File: src/rtl/raa_pkg.sv
// raa_pkg: shared constants, codes and controller/datapath link types
// for the region adjacency accumulator; no dependencies
package raa_pkg;

    localparam int LABEL_W        = 12;
    localparam int TOTAL_W        = 32;
    localparam int LABELS_DEF     = 4096;
    localparam int MAX_NB_DEF     = 16;
    localparam int COUNT_BITS_DEF = 32;

    // configuration port
    localparam int CFG_IDX_W  = 1;
    localparam int CFG_DATA_W = 12;
    localparam logic [CFG_IDX_W-1:0] CFG_IGNORE_LABEL   = 1'd0;
    localparam logic [CFG_IDX_W-1:0] CFG_FOUR_CONNECTED = 1'd1;

    // request function codes
    localparam logic FUNC_LOAD   = 1'b0;
    localparam logic FUNC_WINDOW = 1'b1;

    // controller to datapath commands
    typedef struct packed {
        logic in_ready;
        logic clr_wr;
        logic load_wr;
        logic cap_hdr;
        logic fetch_cap;
        logic scan;
        logic commit;
        logic emit;
    } t_cmd;

    // datapath to controller status
    typedef struct packed {
        logic in_valid;
        logic clr_done;
        logic drop;
        logic is_load;
        logic fetch_done;
        logic scan_done;
        logic cnt_one;
        logic out_free;
        logic emit_last;
    } t_sts;

endpackage

File: src/rtl/raa_ctrl.sv
// raa_ctrl: sequencing state machine for the adjacency accumulator
// depends on raa_pkg
module raa_ctrl (
    input  logic          i_clk,
    input  logic          i_rst_n,
    input  raa_pkg::t_sts i_sts,
    output raa_pkg::t_cmd o_cmd
);
    localparam logic [3:0] ST_CLEAR   = 4'd0;
    localparam logic [3:0] ST_IDLE    = 4'd1;
    localparam logic [3:0] ST_DECODE  = 4'd2;
    localparam logic [3:0] ST_HDR     = 4'd3;
    localparam logic [3:0] ST_FETCH_A = 4'd4;
    localparam logic [3:0] ST_FETCH_D = 4'd5;
    localparam logic [3:0] ST_SCAN    = 4'd6;
    localparam logic [3:0] ST_COMMIT  = 4'd7;
    localparam logic [3:0] ST_EMIT    = 4'd8;

    logic [3:0] r_state;
    logic [3:0] n_state;

    // next state and commands
    always_comb begin
        n_state = r_state;
        o_cmd   = '0;
        case (r_state)
            ST_CLEAR: begin
                o_cmd.clr_wr = !i_sts.clr_done;
                if (i_sts.clr_done) n_state = ST_IDLE;
            end
            ST_IDLE: begin
                o_cmd.in_ready = 1'b1;
                if (i_sts.in_valid) n_state = ST_DECODE;
            end
            ST_DECODE: begin
                if (i_sts.drop) begin
                    n_state = ST_IDLE;
                end else if (i_sts.is_load) begin
                    o_cmd.load_wr = 1'b1;
                    n_state       = ST_IDLE;
                end else begin
                    n_state = ST_HDR;
                end
            end
            ST_HDR: begin
                o_cmd.cap_hdr = 1'b1;
                n_state       = ST_FETCH_A;
            end
            ST_FETCH_A: begin
                n_state = i_sts.fetch_done ? ST_SCAN : ST_FETCH_D;
            end
            ST_FETCH_D: begin
                o_cmd.fetch_cap = 1'b1;
                n_state         = ST_FETCH_A;
            end
            ST_SCAN: begin
                o_cmd.scan = 1'b1;
                if (i_sts.scan_done) n_state = ST_COMMIT;
            end
            ST_COMMIT: begin
                o_cmd.commit = 1'b1;
                n_state      = i_sts.cnt_one ? ST_EMIT : ST_IDLE;
            end
            ST_EMIT: begin
                if (i_sts.out_free) begin
                    o_cmd.emit = 1'b1;
                    if (i_sts.emit_last) n_state = ST_IDLE;
                end
            end
            default: n_state = ST_IDLE;
        endcase
    end

    // state register
    always_ff @(posedge i_clk) begin
        if (!i_rst_n) begin
            r_state <= ST_CLEAR;
        end else begin
            r_state <= n_state;
        end
    end

`ifndef SYNTH
    a_clear_once: assert property (@(posedge i_clk) disable iff (!i_rst_n)
        (r_state != ST_CLEAR) |=> (r_state != ST_CLEAR))
        else $error("clearing pass restarted");
    a_emit_free: assert property (@(posedge i_clk) disable iff (!i_rst_n)
        o_cmd.emit |-> i_sts.out_free)
        else $error("emit while result register busy");
    a_ready_idle: assert property (@(posedge i_clk) disable iff (!i_rst_n)
        o_cmd.in_ready |-> (!o_cmd.scan && !o_cmd.emit && !o_cmd.commit))
        else $error("request taken during item work");
`endif
endmodule

File: config.mk
export PLATFORM = sky130hd
export DESIGN_NAME = raa_ctrl
export DESIGN_NICKNAME = d
export VERILOG_FILES = /design/src/rtl/raa_pkg.sv /design/src/rtl/raa_ctrl.sv
export SDC_FILE = /design/constraint.sdc
export NUM_CORES = 1
export LEC_CHECK = 0
export ABC_AREA = 1
export CELL_PAD_IN_SITES_DETAIL_PLACEMENT = 0
export CELL_PAD_IN_SITES_GLOBAL_PLACEMENT = 2
export CORE_UTILIZATION = 25
export CTS_CLUSTER_DIAMETER = 80
export DETAILED_ROUTE_END_ITERATION = 12
export DONT_BUFFER_PORTS = 1
export PLACE_DENSITY = 0.69
export SLEW_MARGIN = 20
export SYNTH_ARGS = -nofsm -noshare
export SYNTH_HDL_FRONTEND = slang
export SYNTH_SLANG_ARGS = --single-unit
File: constraint.sdc
create_clock -name i_clk -period 2 [get_ports i_clk]
set_input_delay 0.4 -clock i_clk [delete_from_list [all_inputs] [get_ports i_clk]]
set_output_delay 0.4 -clock i_clk [all_outputs]
set_load 0.01 [all_outputs]
-- Word-level counts from Yosys, hierarchy flattened
Index checks and enable logic that the tools add are counted.
- bits in registers: 4
- bits of input ports: 11
- output and inout port bits: 8
- eq/ne operators: 13
- muxes and demuxes: 21
- reduce and logical (&&, ||, !) cells: 4
- operators by type and width (cell ; count):
    $pmux 4 s8 ; 1
    $mux 4 ; 7
    $eq 4x3->1 const B ; 4
    $mux 1 ; 11
    $ne 2x2->1 const B ; 5
    $eq 4x2->1 const B ; 2
    $reduce_and 5->1 ; 1
    $eq 4x1->1 const B ; 1
    $eq 4x4->1 const B ; 1
    $logic_not 4->1 ; 1
    $mux 2 ; 2
    $reduce_or 2->1 ; 1
    $logic_not 1->1 ; 1

-- Depth between registers and ports, before layout
Gate-level depths: netlist (run 1).
- word-level depth: 3
- gate-level depth with buffers: 9

-- Least setup slack after synthesis (run 1)
OpenSTA, ideal clock, no wires.
- kind: register to output
- from: register r_state[0]
- to: output o_cmd[5] (netlist bit)
- buffers on the path: 0
- arrival time: 0.827 ns
- setup slack: 0.773 ns
- cell stages (with the launch flop): 6
- required time: 1.600 ns
- path through: dfxtp_1 inv_1 nand2_1 nor2_1 nand2_1 nor2_1
- RTL lines (element ; RTL line ; text):
    start: declaration ; raa_ctrl.sv:19 ; logic [3:0] r_state;
    start signal: assignment ; raa_ctrl.sv:79 ; r_state <= n_state;
    end: declaration ; raa_ctrl.sv:7 ; output raa_pkg::t_cmd o_cmd

==> flow_metrics.env, run 1 <==
export IMPL_cp_start_kind="register"
export IMPL_syn_to_final_growth_pct=11.9
export IMPL_leakage_nw=0.232
export IMPL_start_util_pct=26.7
export IMPL_top_register="r_state"
export IMPL_clock_latency_ns=0.23
export IMPL_netlist_top_cells_count="nand2_1 (21), nor2_1 (19), inv_1 (14)"
export IMPL_rows=13
export IMPL_io_pin_count=19
export IMPL_worst_slack_ns=0.418
export IMPL_reg2reg_setup_slack_ns=0.78
export IMPL_synth_nets=81
export IMPL_synth_most_common_cell="nand2_1"
export IMPL_ys_warn_count=0
export IMPL_antenna_found_initial=0
export IMPL_path_class="reg -> out"
export IMPL_period_minus_slack_ns=1.58
export IMPL_dieArea_um2=1540
export IMPL_status="complete, no violations"
export IMPL_worst_r2r_endpoint="r_state[0]"
export IMPL_drc=0
export IMPL_drive_gt1_share_pct=4.11
export IMPL_yosysSeqAreaShare_pct=23.0
export IMPL_fmax_mhz=632
export IMPL_cts_htree_levels=1
export IMPL_critPathRequiredTime_ns=1.60
export IMPL_cp_startpoint="r_state[0]"
export IMPL_dieHeight_um=39.3
export IMPL_clock_skew_ns=0.00474
export IMPL_wl_per_cell_um=9.88
export IMPL_io_buffer_count=0
export IMPL_cts_hold_buf=0
export IMPL_clkSlewWorstSetupHoldPaths_ns=0.03
export IMPL_synth_seq_cells=4
export IMPL_rr_startpoint="r_state[1]"
export IMPL_hold_viol_final=0
export IMPL_cts_sinks=4
export IMPL_use_met3_pct=5.68
export IMPL_dr_pass1_iters=4
export IMPL_grt_busiest_layer="met2"
export IMPL_place_inst=85
export IMPL_post_place_ws_ns=0.657
export IMPL_dominantRegCellSynth="dfxtp_1"
export IMPL_syn_inst=70
export IMPL_worst_path_max_fanout=5
export IMPL_slew_headroom_pct=70.8
export IMPL_vdd_drop_max_mv=0.500
export IMPL_drv_cap=0
export IMPL_worstHoldPathType="in -> reg"
export IMPL_register_area_um2=80.1
export IMPL_drtIter0Drc=1
export IMPL_syn_area_um2=348
export IMPL_ff2ff_path_depth=6
export IMPL_vias_per_cell=4.41
export IMPL_cts_resized=0
export IMPL_postCtsSetupRepairBufs=0
export IMPL_dpl_hpwl_um=767
export IMPL_placed_area_um2=367
export IMPL_clock_root_buffer="clkbuf_4"
export IMPL_grt_pass1_vias=348
export IMPL_antennaDiodeCount=0
export IMPL_fin_crit_sh_pct=79.1
export IMPL_rsz0062_at_grt="false"
export IMPL_use_met1_pct=14.2
export IMPL_grt_max_degree=7
export IMPL_cts_tree="done"
export IMPL_grtUsageMet2_pct=22.5
export IMPL_tns_ns=0
export IMPL_drv_slew=0
export IMPL_numCtsBuffers=3
export IMPL_synthArstFlopShare_pct=0
export IMPL_synth_top_area_share_pct=23.0
export IMPL_worstPathArrival_ns=1.18
export IMPL_finish_net_count=86
export IMPL_clock_path_buffers=2
export IMPL_antenna_left=0
export IMPL_core_um2=1300
export IMPL_synthDistinctLibCells=9
export IMPL_grt_overflow=0
export IMPL_power_density_nw_per_um2=1270
export IMPL_finalSetupViolations=0
export IMPL_reg_largest_list="r_state (4)"
export IMPL_fp_dieW_um=39.3
export IMPL_cp_end_kind="output pin"
export IMPL_multi_input_area_um2=215
export IMPL_final_area_um2=389
export IMPL_largest_reg_flops=4
export IMPL_synth_edf_count=0
export IMPL_endpoint="o_cmd[5]"
export IMPL_vias=388
export IMPL_fill_cells=178
export IMPL_ys_top_cells_by_area="dfxtp_1 (23%), nand2_1 (23%), nor2_1 (21%), inv_1 (15%), nand3_1 (5.8%)"
export IMPL_yosysTopAreaCell="dfxtp_1"
export IMPL_tightest_slew_ns=0.435
export IMPL_grt_pass1_wl_mm=1.30
export IMPL_instances_no_fill=88
export IMPL_postRouteWirelength_um=869
export IMPL_grt_usage_pct=13.2
export IMPL_avgSynthCellArea_um2=4.97
export IMPL_gp_congestion=0.771
-- how the worst min path moves through the flow --
| stage | from | to | slack [ns] | depth (start not counted) |
|---|---|---|---|---|
| 6_report | i_rst_n | r_state[0] | 0.30 | 2 |
| 4_1_cts | i_rst_n | r_state[1] | 0.29 | 2 |
| 3_3_place_gp | i_rst_n | r_state[1] | 0.53 | 2 |
| 5_1_grt | i_rst_n | r_state[1] | 0.29 | 2 |
| 3_5_place_dp | i_rst_n | r_state[1] | 0.53 | 2 |
| 2_1_floorplan | r_state[2] | r_state[1] | 0.50 | 2 |
-- metal layers --
metal	share of wire [%]	vias up	wire [µm]
met5	0	-	0
met4	0	0	0
met3	5.1	0	44
met2	48	11	413
met1	47	156	411
li1	-	221	-
-- area by class of cell --
cell class	count	share of cell area (%)
multi-input cells	52	55.3
clock buffers	3	5.79
well taps	15	4.82
flip-flops and latches	4	20.6
inverters	14	13.5
-- cell usage in the layout, fill, tap and decap left out --
master    count
inv_1        14
a21oi_1       3
clkbuf_4      3
nor3_1        2
nor2_1       19
nand4_1       2
nand3_1       4
nand2_1      21
nand3b_1      1
dfxtp_1       4
-- critical path, stage by stage, from the launching register on --
cell	delay, ns
dfxtp_1	0.33
inv_1	0.14
nand2_1	0.09
nor2_1	0.16
nand2_1	0.06
nor2_1	0.17
-- report_power, final --
group | switching [W] | internal, W
clock network | 0.0000291 | 0.0000668
logic | 0.000175 | 0.0000862
registers | 0.0000314 | 0.000105
-- metrics by stage --
stage          utilization (%)  total power (W)  hold slack, ns
2_1_floorplan                -         0.000347           0.502
3_3_place_gp              28.2         0.000415           0.526
3_5_place_dp              28.2         0.000401           0.531
4_1_cts                   29.9         0.000505           0.285
5_1_grt                   29.9         0.000540           0.294
6_report                  29.9         0.000494           0.296
-- cell families after synthesis --
group | after synthesis | synth area share [%]
AND/OR/NAND/NOR | 49 | 57.6
buffers and inverters | 14 | 15.1
flip-flops | 4 | 23.0
AO/OA/AOI/OAI | 3 | 4.32
(Power assumes the default switching activity.)
==> inputs of run 2 (changes only) <==
CORE_UTILIZATION = 23   (was 25)
PLACE_DENSITY = 0.65   (was 0.69)
clock period = 1.6 ns   (was 2 ns; I/O delays follow)
==> flow_metrics.env, run 2 (synthesis results as in run 1) <==
export IMPL_postRouteWirelength_um=909
export IMPL_drv_cap=0
export IMPL_dieHeight_um=40.9
export IMPL_tns_ns=0
export IMPL_worst_path_max_fanout=5
export IMPL_gp_congestion=0.710
export IMPL_period_minus_slack_ns=1.48
export IMPL_register_area_um2=80.1
export IMPL_ff2ff_path_depth=4
export IMPL_vias_per_cell=4.51
export IMPL_grt_max_degree=7
export IMPL_whs_path_depth=2
export IMPL_antenna_found_initial=0
export IMPL_vdd_drop_max_mv=0.456
export IMPL_cts_htree_levels=1
export IMPL_leakage_nw=0.232
export IMPL_drive_gt1_share_pct=5.48
export IMPL_clock_latency_ns=0.24
export IMPL_hold_viol_final=0
export IMPL_grt_overflow=0
export IMPL_start_util_pct=25.8
export IMPL_finalSetupViolations=0
export IMPL_tightest_slew_ns=0.460
export IMPL_clock_path_buffers=2
export IMPL_dr_pass1_iters=4
export IMPL_rows=13
export IMPL_rr_startpoint="r_state[0]"
export IMPL_cts_tree="done"
export IMPL_status="complete, no violations"
export IMPL_cp_start_kind="register"
export IMPL_clkSlewWorstSetupHoldPaths_ns=0.04
export IMPL_wl_per_cell_um=10.3
export IMPL_multi_input_area_um2=218
export IMPL_power_density_nw_per_um2=1600
export IMPL_grt_usage_pct=12.8
export IMPL_cp_end_kind="output pin"
export IMPL_drtIter0Drc=3
export IMPL_io_pin_count=19
export IMPL_top_register="r_state"
export IMPL_post_route_util_pct=29.0
export IMPL_reg2reg_setup_slack_ns=0.39
export IMPL_vias=397
export IMPL_final_area_um2=392
export IMPL_path_class="reg -> out"
export IMPL_largest_reg_flops=4
export IMPL_clock_root_buffer="clkbuf_4"
export IMPL_place_inst=85
export IMPL_whs_endpoint="r_state[1]"
export IMPL_placed_area_um2=367
export IMPL_min_from="i_rst_n"
export IMPL_reg_largest_list="r_state (4)"
export IMPL_fp_dieW_um=40.9
export IMPL_drc=0
export IMPL_final_cell_mix="nand2_1 (21), nor2_1 (18), inv_1 (14), nand3_1 (4), dfxtp_1 (4)"
export IMPL_numCtsBuffers=3
export IMPL_io_buffer_count=0
export IMPL_worstPathArrival_ns=1.16
export IMPL_worst_r2r_endpoint="r_state[2]"
export IMPL_final_common_cell="nand2_1"
export IMPL_grt_pass1_vias=360
export IMPL_grt_pass1_wl_mm=1.32
export IMPL_fill_cells=168
export IMPL_syn_to_final_growth_pct=12.6
export IMPL_dpl_hpwl_um=787
export IMPL_cts_sinks=4
export IMPL_slew_headroom_pct=69.1
export IMPL_drv_slew=0
export IMPL_instances_no_fill=88
export IMPL_rsz0062_at_grt="false"
export IMPL_fmax_mhz=675
export IMPL_postCtsSetupRepairBufs=0
export IMPL_finish_net_count=86
export IMPL_critPathRequiredTime_ns=1.28
export IMPL_antenna_left=0
export IMPL_core_um2=1350
export IMPL_antennaDiodeCount=0
export IMPL_clock_skew_ns=0.00156
export IMPL_fin_crit_sh_pct=92.6
export IMPL_dieArea_um2=1670
export IMPL_worstHoldPathType="in -> reg"
[run 2: worst max-delay path by stage]
stage	cells after the start	to	from
final	5	o_cmd[5]	r_state[0]
after global routing	5	o_cmd[5]	r_state[0]
after detailed placement	5	o_cmd[5]	r_state[0]
after global placement	5	o_cmd[5]	r_state[0]
after CTS	5	o_cmd[5]	r_state[0]
after floorplan	5	o_cmd[5]	r_state[0]
[run 2: cell type report]
| class | instances | area share, % |
|---|---|---|
| well taps | 15 | 4.79 |
| inverters | 14 | 13.4 |
| clock buffers | 3 | 5.75 |
| flip-flops and latches | 4 | 20.4 |
| multi-input cells | 52 | 55.6 |
[run 2: critical path, cell delays in order, from the launching register on]
cell and delay (ns):
dfxtp_1 0.33, inv_1 0.14, nand2_1 0.09, nor2_1 0.15, nand2_1 0.08, nor2_2 0.14
[run 2: repair_timing]
item,4_1_cts,5_1_grt
endpoints found under the setup margin,0,1
hold buffers,0,0
resized for setup,0,1
[run 2: routing by layer]
layer / GRT usage [%] / up-vias / wire [µm] / share of wire (%)
li1: - / 218 / - / -
met4: 10.0 / 0 / 11 / 1.2
met1: 14.0 / 162 / 411 / 45
met2: 20.7 / 15 / 440 / 48
met5: 0 / - / 0 / 0
met3: 3.26 / 2 / 45 / 5.0
[run 2: stage by stage]
stage / hold slack (ns) / power, W / setup slack, ns
after detailed placement: 0.446 / 0.000505 / 0.330
after global placement: 0.444 / 0.000527 / 0.298
final: 0.200 / 0.000627 / 0.118
after global routing: 0.207 / 0.000703 / 0.0228
after floorplan: 0.440 / 0.000434 / 0.453
after CTS: 0.196 / 0.000636 / 0.0708
[run 2: power by group]
| part | internal, W | total [W] | leakage (nW) | switching (W) |
|---|---|---|---|---|
| clock network | 0.0000840 | 0.000127 | 0.0138 | 0.0000428 |
| registers | 0.000131 | 0.000168 | 0.0328 | 0.0000373 |
| logic | 0.000108 | 0.000332 | 0.185 | 0.000224 |
| total | 0.000323 | 0.000627 | 0.232 | 0.000304 |
==> inputs of run 3 (changes only) <==
ABC_AREA = not set   (was 1)
CORE_AREA = 2 2 39 41   (was not set)
CORE_UTILIZATION = not set   (was 23)
DIE_AREA = 0 0 41 43   (was not set)
GPL_TIMING_DRIVEN = 1   (was not set)
PLACE_DENSITY = 0.58   (was 0.65)
==> flow_metrics.env, run 3 <==
export IMPL_pwr_share_clk_pct=34.5
export IMPL_max_stage_delay_ns=0.33
export IMPL_wl_met2_um=422
export IMPL_tightest_slew_ns=0.517
export IMPL_final_common_cell="nor2_1"
export IMPL_dieArea_um2=1760
export IMPL_vias_per_cell=5.37
export IMPL_clock_root_buffer="clkbuf_4"
export IMPL_antenna_left=0
export IMPL_top_layer_used="met4"
export IMPL_slowest_stage="dfxtp_4"
export IMPL_crit_cells=3
export IMPL_ys_top_cells_by_area="dfxtp_1 (26%), nor2_1 (7.4%), nand2_1 (6.1%), nand3b_1 (4.9%), nor3b_1 (4.9%)"
export IMPL_synthArstFlopShare_pct=0
export IMPL_clock_latency_ns=0.24
export IMPL_io_pin_count=19
export IMPL_synth_nets=53
export IMPL_cp_startpoint="r_state[0]"
export IMPL_clock_skew_ns=0.00446
export IMPL_power_frac_seq_pct=33.7
export IMPL_power_density_nw_per_um2=929
export IMPL_dr_pass1_iters=4
export IMPL_vias=338
export IMPL_worstHoldPathType="in -> reg"
export IMPL_syn_to_final_growth_pct=31.1
export IMPL_leakage_nw=0.140
export IMPL_placed_area_um2=330
export IMPL_cts_tree="done"
export IMPL_drv_slew=0
export IMPL_synthDistinctLibCells=23
export IMPL_postRouteWirelength_um=898
export IMPL_worstPathArrival_ns=1.24
export IMPL_antennaDiodeCount=0
export IMPL_met1_length_um=380
export IMPL_top_register="r_state"
export IMPL_reg_largest_list="r_state (4)"
export IMPL_fmax_mhz=642
export IMPL_gp_congestion=0.798
export IMPL_finalSetupViolations=0
export IMPL_period_minus_slack_ns=1.56
export IMPL_worst_r2r_endpoint="r_state[0]"
export IMPL_synth_top_area_share_pct=26.2
export IMPL_path_class="reg -> out"
export IMPL_worst_path_max_fanout=5
export IMPL_status="complete, no violations"
export IMPL_synth_most_common_cell="nor2_1"
export IMPL_dominantRegCellSynth="dfxtp_1"
export IMPL_p_sw_share_pct=33.2
export IMPL_numCtsBuffers=3
export IMPL_ff2ff_path_depth=4
export IMPL_clock_path_buffers=2
export IMPL_drive_gt1_share_pct=29.8
export IMPL_yosysTopAreaCell="dfxtp_1"
export IMPL_drc=0
export IMPL_cp_start_kind="register"
export IMPL_start_util_pct=22.1
export IMPL_crit_family="simple AND/OR/NAND/NOR gates"
export IMPL_yosysSeqAreaShare_pct=26.2
export IMPL_synth_seq_cells=4
export IMPL_avgSynthCellArea_um2=7.27
export IMPL_vdd_drop_max_mv=0.270
export IMPL_fill_cells=164
export IMPL_internal_power_w=0.000248
export IMPL_critPathRequiredTime_ns=1.28
export IMPL_antenna_found_initial=0
export IMPL_cts_sinks=4
export IMPL_endpoint="o_cmd[5]"
export IMPL_cts_htree_levels=1
export IMPL_route_met3_wl_um=75
export IMPL_dpl_hpwl_um=678
export IMPL_reg2reg_setup_slack_ns=0.31
export IMPL_dieHeight_um=43
export IMPL_slew_headroom_pct=64.6
export IMPL_grt_max_degree=10
export IMPL_fin_crit_sh_pct=97.3
export IMPL_finish_net_count=60
export IMPL_synth_edf_count=0
export IMPL_final_cell_mix="nor2_1 (6), nand2_1 (5), buf_4 (4), clkbuf_4 (3)"
export IMPL_grt_pass1_vias=337
export IMPL_syn_area_um2=305
export IMPL_cp_end_kind="output pin"
export IMPL_syn_inst=42
export IMPL_rsz0062_at_grt="true"
export IMPL_grt_usage_pct=13.4
export IMPL_wl_per_cell_um=14.3
export IMPL_grt_overflow=0
export IMPL_multi_input_area_um2=234
export IMPL_switching_power_w=0.000123
export IMPL_largest_reg_flops=4
export IMPL_finalPower_w=0.000372
export IMPL_hold_viol_final=0
export IMPL_final_area_um2=400
export IMPL_netlist_top_cells_count="nor2_1 (6), nand2_1 (5), dfxtp_1 (4)"
export IMPL_rows=14
export IMPL_drtIter0Drc=6
export IMPL_path_buf_inv=1
export IMPL_io_buffer_count=0
export IMPL_core_um2=1380
export IMPL_drv_cap=0
export IMPL_fp_dieW_um=41
export IMPL_ys_warn_count=0
export IMPL_register_area_um2=90.1
export IMPL_clkSlewWorstSetupHoldPaths_ns=0.04
export IMPL_rr_startpoint="r_state[2]"
export IMPL_grt_pass1_wl_mm=1.50
export IMPL_crit_path_cell_trace="or2_4 -> nor4b_4 -> buf_4"
export IMPL_p_comb_share_pct=31.8
-- run 3: what timing repair did --
item / CTS / global route
pin swaps: 2 / 1
hold endpoints to repair: 0 / 0
gates resized for setup: 6 / 3
hold buffers: 0 / 0
setup buffers: 2 / 0
endpoints found under the setup margin: 1 / 4
-- run 3: cell families after synthesis --
family | after synthesis | synth area share (%)
AOI/OAI and AO/OA | 7 | 16.0
xor gates and xnor gates | 1 | 2.87
buffers and inverters | 3 | 4.51
DFF | 4 | 26.2
muxes | 1 | 3.28
and+or+nand+nor | 26 | 47.1
-- run 3: stage by stage --
stage	cells	setup TNS (ns)	hold WS [ns]	utilization (%)	setup WS [ns]
after floorplan	42	0	0.459	-	0.199
after global routing	63	-0.0902	0.222	28.9	-0.0445
final	63	0	0.213	28.9	0.0433
after CTS	63	0	0.204	27.7	0.0000745
after global placement	58	0	0.465	23.9	0.206
after detailed placement	58	0	0.468	23.9	0.179
-- run 3: how the worst min path moves through the flow --
stage / from / end / slack [ns] / cells after the start
6_report: i_sts[2] / r_state[3] / 0.21 / 2
2_1_floorplan: i_sts[2] / r_state[3] / 0.46 / 2
4_1_cts: i_sts[2] / r_state[3] / 0.20 / 2
5_1_grt: i_rst_n / r_state[3] / 0.22 / 1
3_3_place_gp: i_sts[2] / r_state[3] / 0.47 / 2
3_5_place_dp: i_sts[2] / r_state[3] / 0.47 / 2
-- run 3: final cells by class --
cell class | count | area share, %
multi-input cells | 35 | 58.4
flip-flops and latches | 4 | 22.5
repair buffers | 4 | 7.50
clock buffers | 3 | 5.62
well taps | 16 | 5.00
inverters | 1 | 0.938
-- run 3: power groups by stage --
| stage | combinational [W] | clock [W] | sequential [W] |
|---|---|---|---|
| finish | 0.000118 | 0.000128 | 0.000125 |
| global route | 0.000134 | 0.000137 | 0.000128 |
| CTS | 0.000112 | 0.000135 | 0.000123 |
| detailed placement | 0.0000939 | 0 | 0.000131 |
| global placement | 0.0000939 | 0 | 0.000131 |
| floorplan | 0.0000819 | 0 | 0.000120 |
-- run 3: worst register-to-register path: cells and delay by family (launching register included) --
family / cells / cell delay [ns]
AO/OA/AOI/OAI: 2 / 0.58
flip-flops: 1 / 0.36
AND/OR/NAND/NOR: 2 / 0.21
-- run 3: metal layers --
metal	vias up	GRT usage, %
met5	-	0
met3	2	1.57
met4	0	14.0
li1	166	-
met2	16	16.9
met1	154	17.7
